$ cat src/design/wnm_pkg.sv
// Shared types, codes and helpers for the wildcard name matcher.
package wnm_pkg;

   localparam int FUNC_W      = 2;
   localparam int CH_W        = 8;
   localparam int PAT_MAX_DEF = 32;

   localparam logic [CH_W-1:0] STAR_CHAR  = 8'h2A;
   localparam logic [CH_W-1:0] QMARK_CHAR = 8'h3F;
   localparam logic [CH_W-1:0] LOWER_A    = 8'h61;
   localparam logic [CH_W-1:0] LOWER_Z    = 8'h7A;
   localparam logic [CH_W-1:0] CASE_DIFF  = 8'h20;

   typedef enum logic [FUNC_W-1:0] {
      FUNC_PAT_BYTE  = 2'd0,
      FUNC_PAT_END   = 2'd1,
      FUNC_NAME_BYTE = 2'd2,
      FUNC_NAME_END  = 2'd3
   } func_type;

   typedef struct packed {
      func_type        func;
      logic [CH_W-1:0] ch;
      logic            is_star;
      logic            is_qmark;
   } item_type;

   function automatic logic [CH_W-1:0] fold_case(input logic [CH_W-1:0] c);
      if (c >= LOWER_A && c <= LOWER_Z) begin
         return c - CASE_DIFF;
      end
      return c;
   endfunction

endpackage

$ cat src/design/wnm_if.sv
// Request and response channel interfaces of the wildcard name matcher.
interface wnm_req_if;
   import wnm_pkg::*;
   logic              valid;
   logic              ready;
   logic [FUNC_W-1:0] func;
   logic [CH_W-1:0]   ch;
   modport source (output valid, output func, output ch, input ready);
   modport sink (input valid, input func, input ch, output ready);
endinterface

interface wnm_rsp_if;
   logic valid;
   logic ready;
   logic match;
   logic error;
   modport source (output valid, output match, output error, input ready);
   modport sink (input valid, input match, input error, output ready);
endinterface

$ cat src/design/wnm_front.sv
// Front end: takes requests, classifies them and queues them for the back end.
module wnm_front (
   input  logic              clock,
   input  logic              reset,
   wnm_req_if.sink           req_chan,
   output wnm_pkg::item_type head_item,
   output logic              head_valid,
   input  logic              head_pop
);
   import wnm_pkg::*;

   item_type   entry_ff [2];
   logic       rd_ptr_ff, rd_ptr_in;
   logic       wr_ptr_ff, wr_ptr_in;
   logic [1:0] count_ff, count_in;
   item_type   class_item;
   logic       push;
   logic       pop;

   always_comb begin
      class_item.func     = func_type'(req_chan.func);
      class_item.ch       = fold_case(req_chan.ch);
      class_item.is_star  = (req_chan.ch == STAR_CHAR);
      class_item.is_qmark = (req_chan.ch == QMARK_CHAR);
   end

   assign req_chan.ready = (count_ff != 2'd2);
   assign push           = req_chan.valid && req_chan.ready;
   assign head_valid     = (count_ff != 2'd0);
   assign pop            = head_pop && head_valid;
   assign head_item      = entry_ff[rd_ptr_ff];

   always_comb begin
      rd_ptr_in = pop ? ~rd_ptr_ff : rd_ptr_ff;
      wr_ptr_in = push ? ~wr_ptr_ff : wr_ptr_ff;
      count_in  = count_ff;
      if (push && !pop) begin
         count_in = count_ff + 2'd1;
      end else if (pop && !push) begin
         count_in = count_ff - 2'd1;
      end
   end

   always_ff @(posedge clock) begin
      if (reset) begin
         rd_ptr_ff <= 1'b0;
         wr_ptr_ff <= 1'b0;
         count_ff  <= 2'd0;
      end else begin
         rd_ptr_ff <= rd_ptr_in;
         wr_ptr_ff <= wr_ptr_in;
         count_ff  <= count_in;
      end
   end

   always_ff @(posedge clock) begin
      if (push) begin
         entry_ff[wr_ptr_ff] <= class_item;
      end
   end

endmodule

$ cat src/design/wnm_back.sv
// Back end: pattern store, active position set and registered match response.
module wnm_back #(
   parameter int PAT_MAX = wnm_pkg::PAT_MAX_DEF
) (
   input  logic              clock,
   input  logic              reset,
   input  wnm_pkg::item_type head_item,
   input  logic              head_valid,
   output logic              head_pop,
   wnm_rsp_if.source         rsp_chan
);
   import wnm_pkg::*;

   localparam int LEN_W = $clog2(PAT_MAX + 1);
   localparam int LVL   = $clog2(PAT_MAX + 1);

   logic [CH_W-1:0]    store_ff [PAT_MAX];
   logic [CH_W-1:0]    store_in [PAT_MAX];
   logic [PAT_MAX-1:0] star_ff, star_in;
   logic [PAT_MAX-1:0] qmark_ff, qmark_in;
   logic [LEN_W-1:0]   len_ff, len_in;
   logic               ovf_ff, ovf_in;
   logic               loading_ff, loading_in;
   logic [PAT_MAX:0]   active_ff, active_in;
   logic [PAT_MAX:0]   start_ff, start_in;
   logic               rsp_valid_ff, rsp_valid_in;
   logic               rsp_match_ff, rsp_match_in;
   logic               rsp_error_ff, rsp_error_in;

   logic               out_free;
   logic               take;
   logic [PAT_MAX:0]   cur;
   logic [PAT_MAX:0]   start_base;
   logic [LEN_W-1:0]   base_len;
   logic [PAT_MAX:0]   gen;
   logic [PAT_MAX:0]   prop;
   logic               live;
   logic               hit;

   assign out_free = !rsp_valid_ff || rsp_chan.ready;
   assign head_pop = head_valid && (head_item.func != FUNC_NAME_END || out_free);
   assign take     = head_pop;

   assign rsp_chan.valid = rsp_valid_ff;
   assign rsp_chan.match = rsp_match_ff;
   assign rsp_chan.error = rsp_error_ff;

   assign cur        = loading_ff ? start_ff : active_ff;
   assign start_base = loading_ff ? start_ff : (PAT_MAX + 1)'(1);
   assign base_len   = loading_ff ? len_ff : '0;

   // advance every position by one name byte, then close star runs
   always_comb begin
      gen  = '0;
      prop = '0;
      live = 1'b0;
      hit  = 1'b0;
      for (int i = 0; i < PAT_MAX; i++) begin
         live = cur[i] && (LEN_W'(i) < len_ff);
         hit  = qmark_ff[i] || (store_ff[i] == head_item.ch);
         if (live && star_ff[i]) begin
            gen[i] = 1'b1;
         end
         if (live && !star_ff[i] && hit) begin
            gen[i+1] = 1'b1;
         end
         prop[i+1] = star_ff[i] && (LEN_W'(i) < len_ff);
      end
      for (int l = 0; l < LVL; l++) begin
         gen  = gen | (prop & (gen << (1 << l)));
         prop = prop & (prop << (1 << l));
      end
   end

   always_comb begin
      store_in     = store_ff;
      star_in      = star_ff;
      qmark_in     = qmark_ff;
      len_in       = len_ff;
      ovf_in       = ovf_ff;
      loading_in   = loading_ff;
      active_in    = active_ff;
      start_in     = start_ff;
      rsp_valid_in = rsp_valid_ff && !rsp_chan.ready;
      rsp_match_in = rsp_match_ff;
      rsp_error_in = rsp_error_ff;
      if (take) begin
         unique case (head_item.func)
            FUNC_PAT_BYTE: begin
               loading_in = 1'b1;
               start_in   = start_base;
               ovf_in     = loading_ff ? ovf_ff : 1'b0;
               len_in     = base_len;
               if (base_len < LEN_W'(PAT_MAX)) begin
                  len_in = base_len + LEN_W'(1);
                  for (int i = 0; i < PAT_MAX; i++) begin
                     if (base_len == LEN_W'(i)) begin
                        store_in[i]   = head_item.ch;
                        star_in[i]    = head_item.is_star;
                        qmark_in[i]   = head_item.is_qmark;
                        start_in[i+1] = start_base[i] && head_item.is_star;
                     end
                  end
               end else begin
                  ovf_in = 1'b1;
               end
            end
            FUNC_PAT_END: begin
               loading_in = 1'b0;
               active_in  = start_ff;
            end
            FUNC_NAME_BYTE: begin
               loading_in = 1'b0;
               active_in  = gen;
            end
            FUNC_NAME_END: begin
               loading_in   = 1'b0;
               active_in    = start_ff;
               rsp_valid_in = 1'b1;
               rsp_match_in = cur[len_ff];
               rsp_error_in = ovf_ff;
            end
            default: begin
               loading_in = loading_ff;
            end
         endcase
      end
   end

   always_ff @(posedge clock) begin
      if (reset) begin
         len_ff       <= '0;
         ovf_ff       <= 1'b0;
         loading_ff   <= 1'b1;
         active_ff    <= (PAT_MAX + 1)'(1);
         start_ff     <= (PAT_MAX + 1)'(1);
         rsp_valid_ff <= 1'b0;
      end else begin
         len_ff       <= len_in;
         ovf_ff       <= ovf_in;
         loading_ff   <= loading_in;
         active_ff    <= active_in;
         start_ff     <= start_in;
         rsp_valid_ff <= rsp_valid_in;
      end
   end

   always_ff @(posedge clock) begin
      store_ff     <= store_in;
      star_ff      <= star_in;
      qmark_ff     <= qmark_in;
      rsp_match_ff <= rsp_match_in;
      rsp_error_ff <= rsp_error_in;
   end

endmodule

$ cat src/design/wildcard_name_matcher.sv
// Wildcard name matcher: case-insensitive glob match of streamed names.
// Load a pattern byte by byte (func 0), end it (func 1), then stream name
// bytes (func 2) and close each name (func 3) to get one response with
// match and error. '*' matches any run, '?' any one byte, letters ignore
// case. Patterns longer than PAT_MAX are truncated and flag error on every
// response until the next pattern. A two-entry queue sits between request
// decode and the matcher; one request is taken every clock while it has
// room, and a name end waits in it while the response is stalled. Each
// name byte updates all PAT_MAX+1 pattern positions at once. The response
// is registered, after the queue entry that held the name end.
module wildcard_name_matcher #(
   parameter int PAT_MAX = wnm_pkg::PAT_MAX_DEF
) (
   input  logic       clock,
   input  logic       reset,
   wnm_req_if.sink    req_chan,
   wnm_rsp_if.source  rsp_chan
);
   import wnm_pkg::*;

   item_type head_item;
   logic     head_valid;
   logic     head_pop;

   wnm_front u_front (
      .clock      (clock),
      .reset      (reset),
      .req_chan   (req_chan),
      .head_item  (head_item),
      .head_valid (head_valid),
      .head_pop   (head_pop)
   );

   wnm_back #(
      .PAT_MAX (PAT_MAX)
   ) u_back (
      .clock      (clock),
      .reset      (reset),
      .head_item  (head_item),
      .head_valid (head_valid),
      .head_pop   (head_pop),
      .rsp_chan   (rsp_chan)
   );

endmodule
$ cat src/flat_wrapper.sv
// flat-port wrapper written by rule: the top's interface ports become plain ports
module wildcard_name_matcher_flat import wnm_pkg::*;
#(
   parameter int PAT_MAX = wnm_pkg::PAT_MAX_DEF
)
  (clock, reset, req_chan_valid, req_chan_func, req_chan_ch, req_chan_ready, rsp_chan_valid, rsp_chan_match, rsp_chan_error, rsp_chan_ready);
  wnm_req_if req_chan_i ();
  wnm_rsp_if rsp_chan_i ();
  input  logic clock;
  input  logic reset;
  input wire logic [$bits(req_chan_i.valid)-1:0] req_chan_valid;
  input wire logic [$bits(req_chan_i.func)-1:0] req_chan_func;
  input wire logic [$bits(req_chan_i.ch)-1:0] req_chan_ch;
  output wire logic [$bits(req_chan_i.ready)-1:0] req_chan_ready;
  output wire logic [$bits(rsp_chan_i.valid)-1:0] rsp_chan_valid;
  output wire logic [$bits(rsp_chan_i.match)-1:0] rsp_chan_match;
  output wire logic [$bits(rsp_chan_i.error)-1:0] rsp_chan_error;
  input wire logic [$bits(rsp_chan_i.ready)-1:0] rsp_chan_ready;
  assign req_chan_i.valid = req_chan_valid;
  assign req_chan_i.func = req_chan_func;
  assign req_chan_i.ch = req_chan_ch;
  assign req_chan_ready = req_chan_i.ready;
  assign rsp_chan_valid = rsp_chan_i.valid;
  assign rsp_chan_match = rsp_chan_i.match;
  assign rsp_chan_error = rsp_chan_i.error;
  assign rsp_chan_i.ready = rsp_chan_ready;
  wildcard_name_matcher #(.PAT_MAX(PAT_MAX)) u_core (.clock(clock), .reset(reset), .req_chan(req_chan_i), .rsp_chan(rsp_chan_i));
endmodule
$ cat config.mk
export PLATFORM = sky130hd
export DESIGN_NAME = wildcard_name_matcher_flat
export DESIGN_NICKNAME = d
export VERILOG_FILES = /design/src/design/wnm_pkg.sv /design/src/design/wnm_if.sv /design/src/design/wnm_front.sv /design/src/design/wnm_back.sv /design/src/design/wildcard_name_matcher.sv /design/src/flat_wrapper.sv
export SDC_FILE = /design/constraint.sdc
export NUM_CORES = 1
export LEC_CHECK = 0
export BUFFER_PORTS_ARGS = -buffer_cell sky130_fd_sc_hd__buf_2
export CAP_MARGIN = 5
export CORE_MARGIN = 5
export CORE_UTILIZATION = 30
export CTS_BUF_LIST = sky130_fd_sc_hd__clkbuf_4
export DETAILED_ROUTE_END_ITERATION = 8
export PLACE_DENSITY = 0.42
export SYNTH_ARGS = -nofsm -noshare
export SYNTH_HDL_FRONTEND = slang
export SYNTH_HIERARCHICAL = 1
export SYNTH_SLANG_ARGS = --single-unit
$ cat constraint.sdc
create_clock -name clock -period 7.4 [get_ports clock]
set_clock_uncertainty 0.1 [all_clocks]
set_input_delay 0.37 -clock clock [delete_from_list [all_inputs] [get_ports clock]]
set_output_delay 0.37 -clock clock [all_outputs]
set_load 0.02 [all_outputs]
==> impl_metrics.py <==
metrics = {
    "timing": {
        "rsz0062_at_grt": "no",
        "relSlewSlack_pct": 16.4,
        "finalHoldViolCount": 0,
        "finalCriticalPeriod_ns": 4.80,
        "setup_viol": 0,
        "fin_crit_sh_pct": 64.9,
        "slew_violations": 0,
        "worst_pin_slew_ns": 1.25,
        "setup-tns-final_ns": 0,
        "fmax_mhz": 208,
    },
    "route": {
        "drt_pass1_iterations": 5,
        "via_per_inst": 5.04,
        "wirelength_um": 59000,
        "vias": 13974,
        "antenna_left": 0,
        "drc_errors": 0,
        "drt_iter0_markers": 799,
        "wire_per_inst_um": 21.3,
    },
    "power_and_ir_drop": {
        "ir_drop_mv": 0.133,
        "p_per_area_mw_per_mm2": 299,
        "p_leak_uw": 0.00785,
    },
    "worst_setup_path": {
        "end_kind": "flip-flop",
        "arrival_ns": 5.43,
        "path_class": "flip-flop to flip-flop",
        "crit_fanout": 49,
        "worstSetupStartpointType": "flip-flop",
        "required_ns": 8.03,
    },
    "layout": {
        "final_nets": 1825,
        "final_util_pct": 33.8,
        "drive_above_1_share_pct": 15.9,
        "area_delta_synth_final_pct": 12.1,
        "fill_cells": 6803,
    },
    "synth": {
        "muxShareOfSynthArea_pct": 3.92,
        "synthArstFlopShare_pct": 0,
        "yosys_register_bits": 426,
        "yosysSeqAreaShare_pct": 58.4,
        "synthesis.area_mm2": 0.0205,
        "synth_edf_count": 346,
        "syn-num-nets": 1740,
        "synth_top_family_by_area": "compound AO/OA/AOI/OAI gates",
        "syn_area_per_cell_um2": 11.9,
        "synth_xor_area_share_pct": 11.0,
        "ys_warn_count": 6,
        "netlist_instances": 1720,
        "synth_adder_area_share_pct": 0.365,
        "ys_types": 83,
        "synth-simple-area-share_pct": 10.7,
        "synth_ff_type": "edfxtp_1",
        "synth-compound-area-share_pct": 12.1,
    },
    "global_routing": {
        "grt_usage_pct": 15.7,
        "grt_first_pass_wirelength_um": 88900,
        "grt_antenna_before_repair": 2,
        "grt_overflow": 0,
        "first_global_vias": 13893,
        "grt_start_max_net_pins": 52,
    },
    "place": {
        "place_congestion": 0.856,
        "port_buffers": 17,
        "place_hpwl_um": 38800,
    },
    "clock_network": {
        "cts_tree": "yes",
        "cts_buffers": 115,
        "cts_resized": 0,
        "clock_latency_ns": 0.90,
        "clock_path_buffers": 3,
        "path_clk_slew_ns": 0.06,
        "cts_max_level": 3,
        "cts.sink_count": 426,
        "clock-root-buffer": "clkbuf_4",
    },
    "worst_hold_path": {
        "min-delay-start": "req_chan_ch[0]",
        "hold_class": "input pin to flip-flop",
    },
    "floorplan": {
        "dieHeight_um": 272,
        "dieArea_mm2": 0.0738,
        "dieWidth_um": 272,
        "core_mm2": 0.0682,
        "rows": 96,
        "initial_core_util_pct": 30.1,
        "io_pins": 18,
    },
    "run": {
        "cap_violations": 0,
    },
    "status": {
        "status": "finished clean",
    },
}
-- worst max-delay path, cell delays in order (launching register included) --
cell,delay (ns)
dfxtp_1,0.76
mux2_4,0.74
buf_4,0.37
xor2_1,0.19
nor4_1,0.07
a21oi_1,0.26
o21ai_0,0.14
a211oi_1,0.69
a21oi_1,0.17
o21ai_0,0.34
nor3_1,0.12
a311oi_2,0.43
o22ai_1,0.16
-- Yosys cell counts (19+ instances only) --
cell type / n / area share, %
dfxtp_1: 80 / 7.8
xor2_1: 219 / 9.3
xnor2_1: 40 / 1.7
nor4_1: 63 / 1.9
inv_1: 24 / 0.44
nor2b_1: 19 / 0.58
nor3_1: 25 / 0.61
a21oi_1: 125 / 3.0
nand2b_1: 23 / 0.70
clkbuf_1: 42 / 0.77
buf_6: 24 / 1.3
nor2_1: 110 / 2.0
o21ai_0: 123 / 3.0
edfxtp_1: 346 / 51
mux2i_1: 40 / 1.9
nand2_1: 104 / 1.9
nand3_1: 26 / 0.63
-- layout by cell type (no fill, tap or decap), drive strengths merged, types with 27 or more instances in the layout --
master	n
edfxtp	346
xor2	219
clkbuf	182
a21oi	127
o21ai	127
nor2	110
nand2	104
dfxtp	80
nor4	64
buf	47
mux2i	40
xnor2	40
inv	30
nand3	27
-- stage by stage --
| step | hold slack [ns] | area [um2] | power, uW | instances | setup slack (ns) |
|---|---|---|---|---|---|
| 6_report | 0.153 | 23000 | 6890 | 2770 | 2.60 |
| 5_1_grt | 0.0842 | 23000 | 7310 | 2770 | 2.25 |
| 4_1_cts | 0.0320 | 23000 | 7020 | 2769 | 2.58 |
| 3_5_place_dp | 0.342 | 21400 | 4850 | 2552 | 2.68 |
| 3_3_place_gp | 0.338 | 21400 | 4840 | 2552 | 2.81 |
| 2_1_floorplan | 0.309 | 20500 | 4350 | 1720 | 3.89 |
-- final timing paths --
| kind | endpoint | slack (ns) | cells after the start |
|---|---|---|---|
| min reg2reg | u_core/u_back/active_ff[8]$_SDFFE_PP0P_ | 0.35 | 2 |
| max | u_core/u_back/active_ff[26]$_SDFFE_PP0P_ | 2.60 | 12 |
| min | u_core/u_front/entry_ff[1][2]$_DFFE_PP_ | 0.15 | 2 |
| max reg2reg | u_core/u_back/active_ff[26]$_SDFFE_PP0P_ | 2.60 | 12 |
-- routing by layer --
layer / routed length [um] / track usage, %
met1: 25600 / 20.1
met2: 28700 / 26.4
met3: 3060 / 3.26
met4: 1580 / 5.75
met5: 0 / 0
-- final cells by class --
cell class                      count  area [um2]  share of cell area [%]
Sequential cell                   426       12000                    52.1
Timing Repair Buffer               65         490                    2.13
Inverter                           27         101                   0.440
Clock inverter                     17         101                   0.440
Multi-Input combinational cell   1170        7880                    34.2
Clock buffer                      182        1370                    5.93
Tap cell                          882        1100                    4.79
Antenna cell                        1        2.50                  0.0109
-- registers in the layout, summed over array words and instances, names as in the netlist, named ones only --
| signal | flops |
|---|---|
| u_core/u_back/store_ff | 256 |
| u_core/u_back/active_ff | 33 |
| u_core/u_back/start_ff | 33 |
| u_core/u_back/qmark_ff | 32 |
| u_core/u_back/star_ff | 32 |
| u_core/u_front/entry_ff | 24 |
| u_core/u_back/len_ff | 6 |
| u_core/u_front/count_ff | 2 |
| u_core/u_back/loading_ff | 1 |
| u_core/u_back/ovf_ff | 1 |
| u_core/u_back/rsp_chan.error | 1 |
| u_core/u_back/rsp_chan.match | 1 |
| u_core/u_back/rsp_chan.valid | 1 |
| u_core/u_front/rd_ptr_ff | 1 |
| u_core/u_front/wr_ptr_ff | 1 |
-- cells by family after synthesis --
kind of cell    after synthesis
fa+ha+maj                     6
mux                          67
simple gates                442
xor+xnor                    259
compound gates              396
buf+inv                     124
flops                       426
-- timing repair --
item                       4_1_cts  5_1_grt
hold endpoints to repair        71        0
setup endpoints to repair        0        0
hold buffers                    18        0
buffers inserted                 0        0
-- power by group --
group          internal [uW]  total, uW  switching (uW)
clock                   1110       2100             996
combinational            571       1790            1220
sequential              2900       2990            88.2
Note: power is estimated with default switching activity, not from simulation.
